## src/vcirb_pkg.sv

```systemverilog
`timescale 1ns / 1ps
`default_nettype none
// ----------------------------------------------------------------------------
// vcirb_pkg
// Shared types, port codes and helpers for the video chip interrupt and
// register block.
// ----------------------------------------------------------------------------
package vcirb_pkg;

  // Register store geometry (supported range 64..256 entries).
  localparam int STORE_DEPTH = 256;
  localparam int IDX_W       = $clog2(STORE_DEPTH);
  // Worst-case subtract steps to fold an 8-bit port into the store.
  localparam int FOLD_STEPS  = 255 / STORE_DEPTH;
  localparam logic [8:0] DEPTH_9 = 9'(STORE_DEPTH);

  // Item kinds
  localparam logic [1:0] KIND_WRITE = 2'd0;
  localparam logic [1:0] KIND_READ  = 2'd1;
  localparam logic [1:0] KIND_EVENT = 2'd2;

  // Event sources
  localparam logic [1:0] SRC_KEYBOARD   = 2'd0;
  localparam logic [1:0] SRC_VERTICAL   = 2'd1;
  localparam logic [1:0] SRC_HORIZONTAL = 2'd2;
  localparam logic [1:0] SRC_TIMER      = 2'd3;

  // Decoded ports
  localparam logic [7:0] PORT_INIT       = 8'h90;
  localparam logic [7:0] PORT_IRQ_STEER  = 8'h92;
  localparam logic [7:0] PORT_FIRQ_STEER = 8'h93;
  localparam logic [7:0] PORT_TIMER_HI   = 8'h94;
  localparam logic [7:0] PORT_TIMER_LO   = 8'h95;
  localparam logic [7:0] PORT_VOFF_HI    = 8'h9D;
  localparam logic [7:0] PORT_VOFF_LO    = 8'h9E;

  localparam logic [7:0] TIMER_READ_VALUE = 8'd126;

  // Shadow copies of the store entries that drive side outputs.
  localparam int SHADOW_N  = 6;
  localparam int SH_IRQ    = 0;
  localparam int SH_FIRQ   = 1;
  localparam int SH_TMR_HI = 2;
  localparam int SH_TMR_LO = 3;
  localparam int SH_VOF_HI = 4;
  localparam int SH_VOF_LO = 5;

  typedef struct packed {
    logic [1:0] kind;
    logic [7:0] addr;
    logic [7:0] write_data;
    logic [1:0] source;
  } req_item_t;

  typedef struct packed {
    logic [7:0]  read_data;
    logic        firq_raise;
    logic        irq_raise;
    logic [3:0]  source_enables;
    logic        timer_load;
    logic [11:0] timer_reload;
    logic        offset_load;
    logic [15:0] vert_offset;
  } rsp_item_t;

  // Port number to store entry (port mod STORE_DEPTH).
  function automatic logic [IDX_W-1:0] slot_of(input logic [7:0] port);
    logic [8:0] v;
    v = {1'b0, port};
    for (int i = 0; i < FOLD_STEPS; i++) begin
      if (v >= DEPTH_9) begin
        v = v - DEPTH_9;
      end
    end
    return v[IDX_W-1:0];
  endfunction

  function automatic logic [7:0] shadow_port(input int unsigned idx);
    logic [7:0] p;
    case (idx)
      SH_IRQ:    p = PORT_IRQ_STEER;
      SH_FIRQ:   p = PORT_FIRQ_STEER;
      SH_TMR_HI: p = PORT_TIMER_HI;
      SH_TMR_LO: p = PORT_TIMER_LO;
      SH_VOF_HI: p = PORT_VOFF_HI;
      default:   p = PORT_VOFF_LO;
    endcase
    return p;
  endfunction

  // Steering bit for each source.
  function automatic logic [5:0] source_mask(input logic [1:0] src);
    logic [5:0] m;
    case (src)
      SRC_KEYBOARD:   m = 6'b00_0010;
      SRC_VERTICAL:   m = 6'b00_1000;
      SRC_HORIZONTAL: m = 6'b01_0000;
      default:        m = 6'b10_0000;
    endcase
    return m;
  endfunction

endpackage
`default_nettype wire

```

## src/vcirb_ram.sv

```systemverilog
`timescale 1ns / 1ps
`default_nettype none
// ----------------------------------------------------------------------------
// vcirb_ram
// Generic single-write, single-read RAM with registered read data.
// ----------------------------------------------------------------------------
module vcirb_ram #(
  parameter int WIDTH = 8,
  parameter int DEPTH = 256
) (
  input  logic                     clk,
  input  logic                     we,
  input  logic [$clog2(DEPTH)-1:0] waddr,
  input  logic [WIDTH-1:0]         wdata,
  input  logic                     re,
  input  logic [$clog2(DEPTH)-1:0] raddr,
  output logic [WIDTH-1:0]         rdata
);

  logic [WIDTH-1:0] mem [DEPTH];

  always_ff @(posedge clk) begin
    if (we) begin
      mem[waddr] <= wdata;
    end
    if (re) begin
      rdata <= mem[raddr];
    end
  end

endmodule
`default_nettype wire

```

## src/video_chip_interrupt_register_block_top.sv

```systemverilog
`timescale 1ns / 1ps
`default_nettype none
// ----------------------------------------------------------------------------
// video_chip_interrupt_register_block_top
// Register file and interrupt router of a video/memory chip.
// ----------------------------------------------------------------------------
// Each request transfer is a bus write, a bus read or an interrupt event and
// yields exactly one response transfer, in order. The block takes one request
// per clock: a request is registered together with the store read issued at
// acceptance, does all its work in the following cycle and lands in the
// response register, so throughput is one transfer per cycle while the
// response side keeps up. The response register decouples the two sides; a
// stalled response holds one request in the work stage and the request side
// stalls only when both are full. The byte store lives in a one-write,
// one-read RAM; per-entry valid bits cleared by reset make the store read as
// zero after reset, so no clearing pass is needed. A write from the retiring
// request to the entry the new request reads is forwarded. The steering,
// timer and offset entries are also mirrored in flops so routing,
// source enables, the timer reload and the vertical offset need no extra RAM
// ports. Reads of the steering ports return and clear the IRQ/FIRQ latches;
// reads of the timer ports return 126. Events route to FIRQ first, then IRQ.
// ----------------------------------------------------------------------------
module video_chip_interrupt_register_block_top
  import vcirb_pkg::*;
(
  input  logic      clk,
  input  logic      rst,
  input  logic      req_valid,
  output logic      req_ready,
  input  req_item_t req,
  output logic      rsp_valid,
  input  logic      rsp_ready,
  output rsp_item_t rsp
);

  // Work stage
  logic             s1_valid;
  req_item_t        s1_item;
  logic             s1_fwd_hit;     // retiring write hit the entry read at accept
  logic [7:0]       s1_fwd_data;
  logic             s1_entry_valid; // entry written since reset
  logic             s1_adv;
  logic             req_fire;

  // Architectural state
  logic [7:0]       shadow      [SHADOW_N];
  logic [7:0]       shadow_next [SHADOW_N];
  logic [5:0]       irq_latch;
  logic [5:0]       irq_latch_next;
  logic [5:0]       firq_latch;
  logic [5:0]       firq_latch_next;
  logic             irq_en;
  logic             irq_en_next;
  logic             firq_en;
  logic             firq_en_next;
  logic [STORE_DEPTH-1:0] entry_valid;

  // Store access
  logic [IDX_W-1:0] req_slot;
  logic [IDX_W-1:0] wr_slot;
  logic             wr_en;
  logic [7:0]       ram_q;
  logic [7:0]       stored_byte;

  // Decode of the item in the work stage
  logic             is_write;
  logic             is_read;
  logic             is_event;
  logic [5:0]       ev_mask;
  logic             firq_hit;
  logic             irq_hit;
  logic [7:0]       steer_or;
  rsp_item_t        result;

  assign req_fire  = req_valid && req_ready;
  assign s1_adv    = s1_valid && (!rsp_valid || rsp_ready);
  assign req_ready = !s1_valid || s1_adv;

  assign req_slot = slot_of(req.addr);
  assign wr_slot  = slot_of(s1_item.addr);
  assign is_write = (s1_item.kind == KIND_WRITE);
  assign is_read  = (s1_item.kind == KIND_READ);
  assign is_event = (s1_item.kind == KIND_EVENT);
  assign wr_en    = s1_adv && is_write;

  vcirb_ram #(
    .WIDTH (8),
    .DEPTH (STORE_DEPTH)
  ) u_store (
    .clk   (clk),
    .we    (wr_en),
    .waddr (wr_slot),
    .wdata (s1_item.write_data),
    .re    (req_fire),
    .raddr (req_slot),
    .rdata (ram_q)
  );

  // Work stage register; store read data arrives alongside it.
  always_ff @(posedge clk) begin
    if (rst) begin
      s1_valid <= 1'b0;
    end else if (req_ready) begin
      s1_valid <= req_valid;
    end
  end

  always_ff @(posedge clk) begin
    if (req_fire) begin
      s1_item        <= req;
      s1_fwd_hit     <= wr_en && (wr_slot == req_slot);
      s1_fwd_data    <= s1_item.write_data;
      s1_entry_valid <= entry_valid[req_slot];
    end
  end

  always_comb begin
    if (s1_fwd_hit) begin
      stored_byte = s1_fwd_data;
    end else if (s1_entry_valid) begin
      stored_byte = ram_q;
    end else begin
      stored_byte = 8'h00;
    end
  end

  // Mirrors of the side-effect entries, matched by store entry so that
  // aliasing in a smaller store behaves like the RAM.
  always_comb begin
    for (int i = 0; i < SHADOW_N; i++) begin
      if (is_write && (wr_slot == slot_of(shadow_port(i)))) begin
        shadow_next[i] = s1_item.write_data;
      end else begin
        shadow_next[i] = shadow[i];
      end
    end
  end

  // Event routing: FIRQ wins over IRQ.
  assign ev_mask  = source_mask(s1_item.source);
  assign firq_hit = is_event && firq_en && ((shadow[SH_FIRQ][5:0] & ev_mask) != 6'd0);
  assign irq_hit  = is_event && !firq_hit && irq_en &&
                    ((shadow[SH_IRQ][5:0] & ev_mask) != 6'd0);

  always_comb begin
    irq_en_next     = irq_en;
    firq_en_next    = firq_en;
    irq_latch_next  = irq_latch;
    firq_latch_next = firq_latch;
    if (is_write && (s1_item.addr == PORT_INIT)) begin
      firq_en_next = s1_item.write_data[4];
      irq_en_next  = s1_item.write_data[5];
    end
    if (is_read && (s1_item.addr == PORT_IRQ_STEER)) begin
      irq_latch_next = 6'd0;
    end
    if (is_read && (s1_item.addr == PORT_FIRQ_STEER)) begin
      firq_latch_next = 6'd0;
    end
    if (firq_hit) begin
      firq_latch_next = firq_latch | ev_mask;
    end
    if (irq_hit) begin
      irq_latch_next = irq_latch | ev_mask;
    end
  end

  // Result for the item in the work stage
  assign steer_or = shadow_next[SH_IRQ] | shadow_next[SH_FIRQ];

  always_comb begin
    result                = '0;
    result.firq_raise     = firq_hit;
    result.irq_raise      = irq_hit;
    result.source_enables = {steer_or[5], steer_or[4], steer_or[3], steer_or[1]};
    if (is_read) begin
      if (s1_item.addr == PORT_IRQ_STEER) begin
        result.read_data = {2'b00, irq_latch};
      end else if (s1_item.addr == PORT_FIRQ_STEER) begin
        result.read_data = {2'b00, firq_latch};
      end else if ((s1_item.addr == PORT_TIMER_HI) || (s1_item.addr == PORT_TIMER_LO)) begin
        result.read_data = TIMER_READ_VALUE;
      end else begin
        result.read_data = stored_byte;
      end
    end
    if (is_write && ((s1_item.addr == PORT_TIMER_HI) || (s1_item.addr == PORT_TIMER_LO))) begin
      result.timer_load   = 1'b1;
      result.timer_reload = {shadow_next[SH_TMR_HI][3:0], shadow_next[SH_TMR_LO]};
    end
    if (is_write && ((s1_item.addr == PORT_VOFF_HI) || (s1_item.addr == PORT_VOFF_LO))) begin
      result.offset_load = 1'b1;
      result.vert_offset = {shadow_next[SH_VOF_HI], shadow_next[SH_VOF_LO]};
    end
  end

  // State commits when the item retires into the response register.
  always_ff @(posedge clk) begin
    if (rst) begin
      irq_latch   <= '0;
      firq_latch  <= '0;
      irq_en      <= 1'b0;
      firq_en     <= 1'b0;
      entry_valid <= '0;
      for (int i = 0; i < SHADOW_N; i++) begin
        shadow[i] <= 8'h00;
      end
    end else if (s1_adv) begin
      irq_latch  <= irq_latch_next;
      firq_latch <= firq_latch_next;
      irq_en     <= irq_en_next;
      firq_en    <= firq_en_next;
      if (is_write) begin
        entry_valid[wr_slot] <= 1'b1;
      end
      for (int i = 0; i < SHADOW_N; i++) begin
        shadow[i] <= shadow_next[i];
      end
    end
  end

  // Response register
  always_ff @(posedge clk) begin
    if (rst) begin
      rsp_valid <= 1'b0;
    end else begin
      rsp_valid <= s1_adv || (rsp_valid && !rsp_ready);
    end
  end

  always_ff @(posedge clk) begin
    if (s1_adv) begin
      rsp <= result;
    end
  end

endmodule
`default_nettype wire
```

## config.mk

```make
export PLATFORM = sky130hd
export DESIGN_NAME = video_chip_interrupt_register_block_top
export DESIGN_NICKNAME = d
export VERILOG_FILES = /design/src/vcirb_pkg.sv /design/src/vcirb_ram.sv /design/src/video_chip_interrupt_register_block_top.sv
export SDC_FILE = /design/constraint.sdc
export NUM_CORES = 2
export LEC_CHECK = 0
export BUFFER_PORTS_ARGS = -buffer_cell sky130_fd_sc_hd__buf_4
export CELL_PAD_IN_SITES_DETAIL_PLACEMENT = 0
export CELL_PAD_IN_SITES_GLOBAL_PLACEMENT = 2
export CORE_MARGIN = 2
export CORE_UTILIZATION = 49
export CTS_CLUSTER_SIZE = 8
export DETAILED_ROUTE_END_ITERATION = 6
export PLACE_DENSITY_LB_ADDON = 0.1
export SETUP_SLACK_MARGIN = 0.1
export SLEW_MARGIN = 15
export SYNTH_ARGS = -nofsm -noshare
export SYNTH_HDL_FRONTEND = slang
export SYNTH_SLANG_ARGS = --single-unit
```

## constraint.sdc

```tcl
create_clock -name clk -period 5.5 [get_ports clk]
set_input_delay 0.55 -clock clk [delete_from_list [all_inputs] [get_ports clk]]
set_output_delay 0.55 -clock clk [all_outputs]
set_load 0.01 [all_outputs]
```

==> results.toml <==
[global_route]
antenna_found_initial = 10
grt_pass1_vias = 49200
overflow = 0
grt_use_met3_pct = 5.71
grt.total_usage_pct = 25.9
grt_start_max_net_pins = 203
grt_pass1_wl_um = 359000
met2_usage_pct = 39.6
met1_usage_pct = 37.9
top_usage_layer = "met2"

[power]
ir_drop_mv = 0.251
power_density_nw_per_um2 = 388
leakage_nw = 34.6
total_power_mw = 41.9

[critical_path]
crit_type = "reg -> reg"
end_kind = "flip-flop"
crit_required_ns = 6.03
r2r_start = "rsp_valid$_SDFF_PP0_"
crit_chain = "nor2b_1 > nand2b_1 > nor3_1 > and3_1 > nand2_1 > buf_4 > nor2_1"
ff2ff_path_depth = 7
critical_path_buf_inv_count = 1
worstPathMaxFanout = 9
cp.arrival_ns = 4.43
start_kind = "flip-flop"
critical_path.max_stage_delay_ns = 0.71
critPathTopFamily = "simple AND/OR/NAND/NOR gates"
ff2ff_setup_slack_ns = 1.60
crit_slowest_cell = "nor2_1"
timing.rr.end = "u_store.mem[224][1]$_DFFE_PP_"

[clocking]
cts.sinks = 2434
cts_buffers = 354
clk_latency_ns = 0.94
clock_path_buffers = 4
htree_levels = 5
cts.reportedPaths.clkPinSlew_ns = 0.05
clockRootBuffer = "clkbuf_16"
cts_resized = 0
cts_tree = "yes"

[die]
num_io_pins = 70
die_w_um = 441
rows = 160
initial_core_util_pct = 49.3
core_sq_um = 190000
die_area_sq_um = 195000
die_h_um = 441

[synthesis]
synth_fp_nets = 4936
yosysTopAreaCell = "edfxtp_1"
synthesis.area_sq_um = 93700
netlist_instances = 4912
synth.most_common_cell = "edfxtp_1"
synth_edf_count = 2166
async_flop_share_pct = 0
syn_avg_cell_area_sq_um = 19.1
synth_top_flop_cell = "edfxtp_1"
synth_top_area_share_pct = 69.4
yosys-top-cells-area = "edfxtp_1 (69%), mux4_2 (12%), dfxtp_1 (5.7%), o21a_1 (2.0%), mux2i_1 (1.8%)"
ys_ff_latch = 2434
ys_seq_area_share_pct = 75.1
ys_types = 66
synth_common_cells = "edfxtp_1 (2166), mux4_2 (497), nor2_1 (364)"
yosys_warnings = 0

[drt]
vias_per_cell = 6.09
wl_um = 251000
vias = 48900
drt_pass1_iterations = 5
drtIter0Drc = 5372
drc = 0
ant_nets = 0
avgRoutedWirePerCell_um = 31.3

[timing]
skew_ns = 0.0475
tns_ns = 0
layout_setup_ws_ns = 1.60
rsz0062_at_grt = "false"
max_freq_mhz = 256
max_slew_margin_pct = 6.85
setup-violations-final = 0
layout_min_cycle_time_ns = 3.90
min_period_over_period_pct = 71.0
hold_viol = 0
maxSlewViolCount = 0
tightest_slew_ns = 1.38

[flow_run]
maxCapViolCount = 0

[hold_path]
worstHoldStart = "req[11]"
hold_path_class = "in -> reg"
hold_end = "wr_slot[1]$_DFFE_PP_"
whs_path_depth = 1

[placed_design]
place_ws_ns = 0.974
io_buffers = 69
hpwl_um = 148000
place_congestion = 0.822

[run_status]
status = "finished clean"

[final_layout]
area_growth_pct = 15.2
n_fill_cell = 14400
nets = 5262
drive_above_1_share_pct = 21.1
## timing repair
item                      in CTS  in global routing
hold buffers                  20                  0
setup buffers                  0                  0
hold endpoints to repair      36                  0
## metrics by stage
| step | instances | util, % | hold slack, ns | area, sq um |
|---|---|---|---|---|
| 2_1_floorplan | 4912 | - | 0.435 | 93700 |
| 3_3_place_gp | 7372 | 51.3 | 0.441 | 97600 |
| 3_5_place_dp | 7373 | 51.3 | 0.448 | 97600 |
| 4_1_cts | 8020 | 56.8 | 0.0518 | 108000 |
| 5_1_grt | 8021 | 56.8 | 0.0648 | 108000 |
| 6_report | 8022 | 56.8 | 0.0717 | 108000 |
## metal layers
layer	wire (um)	vias up
li1	-	20700
met1	108000	25900
met2	117000	1922
met3	19800	343
met4	5830	2
met5	12	-
## worst max-delay path by stage
stage                          from                       endpoint  slack [ns]  cells after the start
2_1_floorplan  s1_item[2]$_DFFE_PP_       s1_fwd_data[0]$_DFFE_PP_        1.34                      0
3_3_place_gp                req[10]     u_store.rdata[6]$_DFFE_PP_        0.94                      9
3_5_place_dp                req[10]     u_store.rdata[6]$_DFFE_PP_        0.97                      9
4_1_cts        rsp_valid$_SDFF_PP0_  u_store.mem[224][1]$_DFFE_PP_        1.64                      7
5_1_grt        wr_slot[4]$_DFFE_PP_  u_store.mem[149][6]$_DFFE_PP_        1.45                      6
6_report       rsp_valid$_SDFF_PP0_  u_store.mem[224][1]$_DFFE_PP_        1.60                      7
## placed cells by master (no fill, tap or decap), types with 5 or more instances in the layout
cell type and n:
a211oi_1 5, clkbuf_1 257, a21boi_0 15, nor2_1 361
buf_4 218, nor4_1 36, edfxtp_1 2166, o22ai_1 13
nand2_2 7, nand2b_1 11, dlygate4sd3_1 20, nor3_1 28
a221oi_1 16, buf_12 34, nand2_1 152, o21ai_0 36
nor2b_1 28, mux4_2 497, o31ai_1 9, clkbuf_16 361
a31oi_1 6, a21oi_1 161, inv_1 9, dfxtp_1 268
a22oi_1 204, a22o_1 5, mux2i_1 171, o221ai_1 31
xnor2_1 8, o21a_1 245, nand3_1 23, nand4_1 10
nand3_2 6, o221a_1 6
## area by class of cell
cell class | count | area [sq um] | share of cell area [%]
Multi-Input combinational cell | 2162 | 21700 | 20.1
Sequential cell | 2434 | 70400 | 65.2
Clock inverter | 8 | 92.6 | 0.0858
Inverter | 11 | 48.8 | 0.0452
Timing Repair Buffer | 275 | 2560 | 2.37
Tap cell | 2511 | 3140 | 2.91
Clock buffer | 619 | 10000 | 9.27
Antenna cell | 2 | 5.00 | 0.00464
## state kept, by name, indices dropped and copies added (netlist names), 4 cells and up
register       flops
u_store.mem     2048
s1_item           12
firq_latch         4
rsp               44
s1_fwd_data        8
u_store.rdata      8
shadow            36
entry_valid      256
irq_latch          4
wr_slot            8
## kinds of logic after synthesis
| kind of cell | Yosys count | share of synthesized area [%] |
|---|---|---|
| flops | 2434 | 75.1 |
| xor+xnor | 8 | 0.0748 |
| simple gates | 695 | 3.20 |
| buf+inv | 316 | 1.86 |
| mux | 671 | 13.8 |
| compound gates | 788 | 5.91 |
## power by group
part / internal [mW] / switching (mW) / total (mW) / leakage [nW]
logic: 0.610 / 1.24 / 1.85 / 8.11
registers: 20.2 / 0.0549 / 20.3 / 21.7
clock network: 12.2 / 7.60 / 19.8 / 4.80
Note: power is estimated with default switching activity, not from simulation.
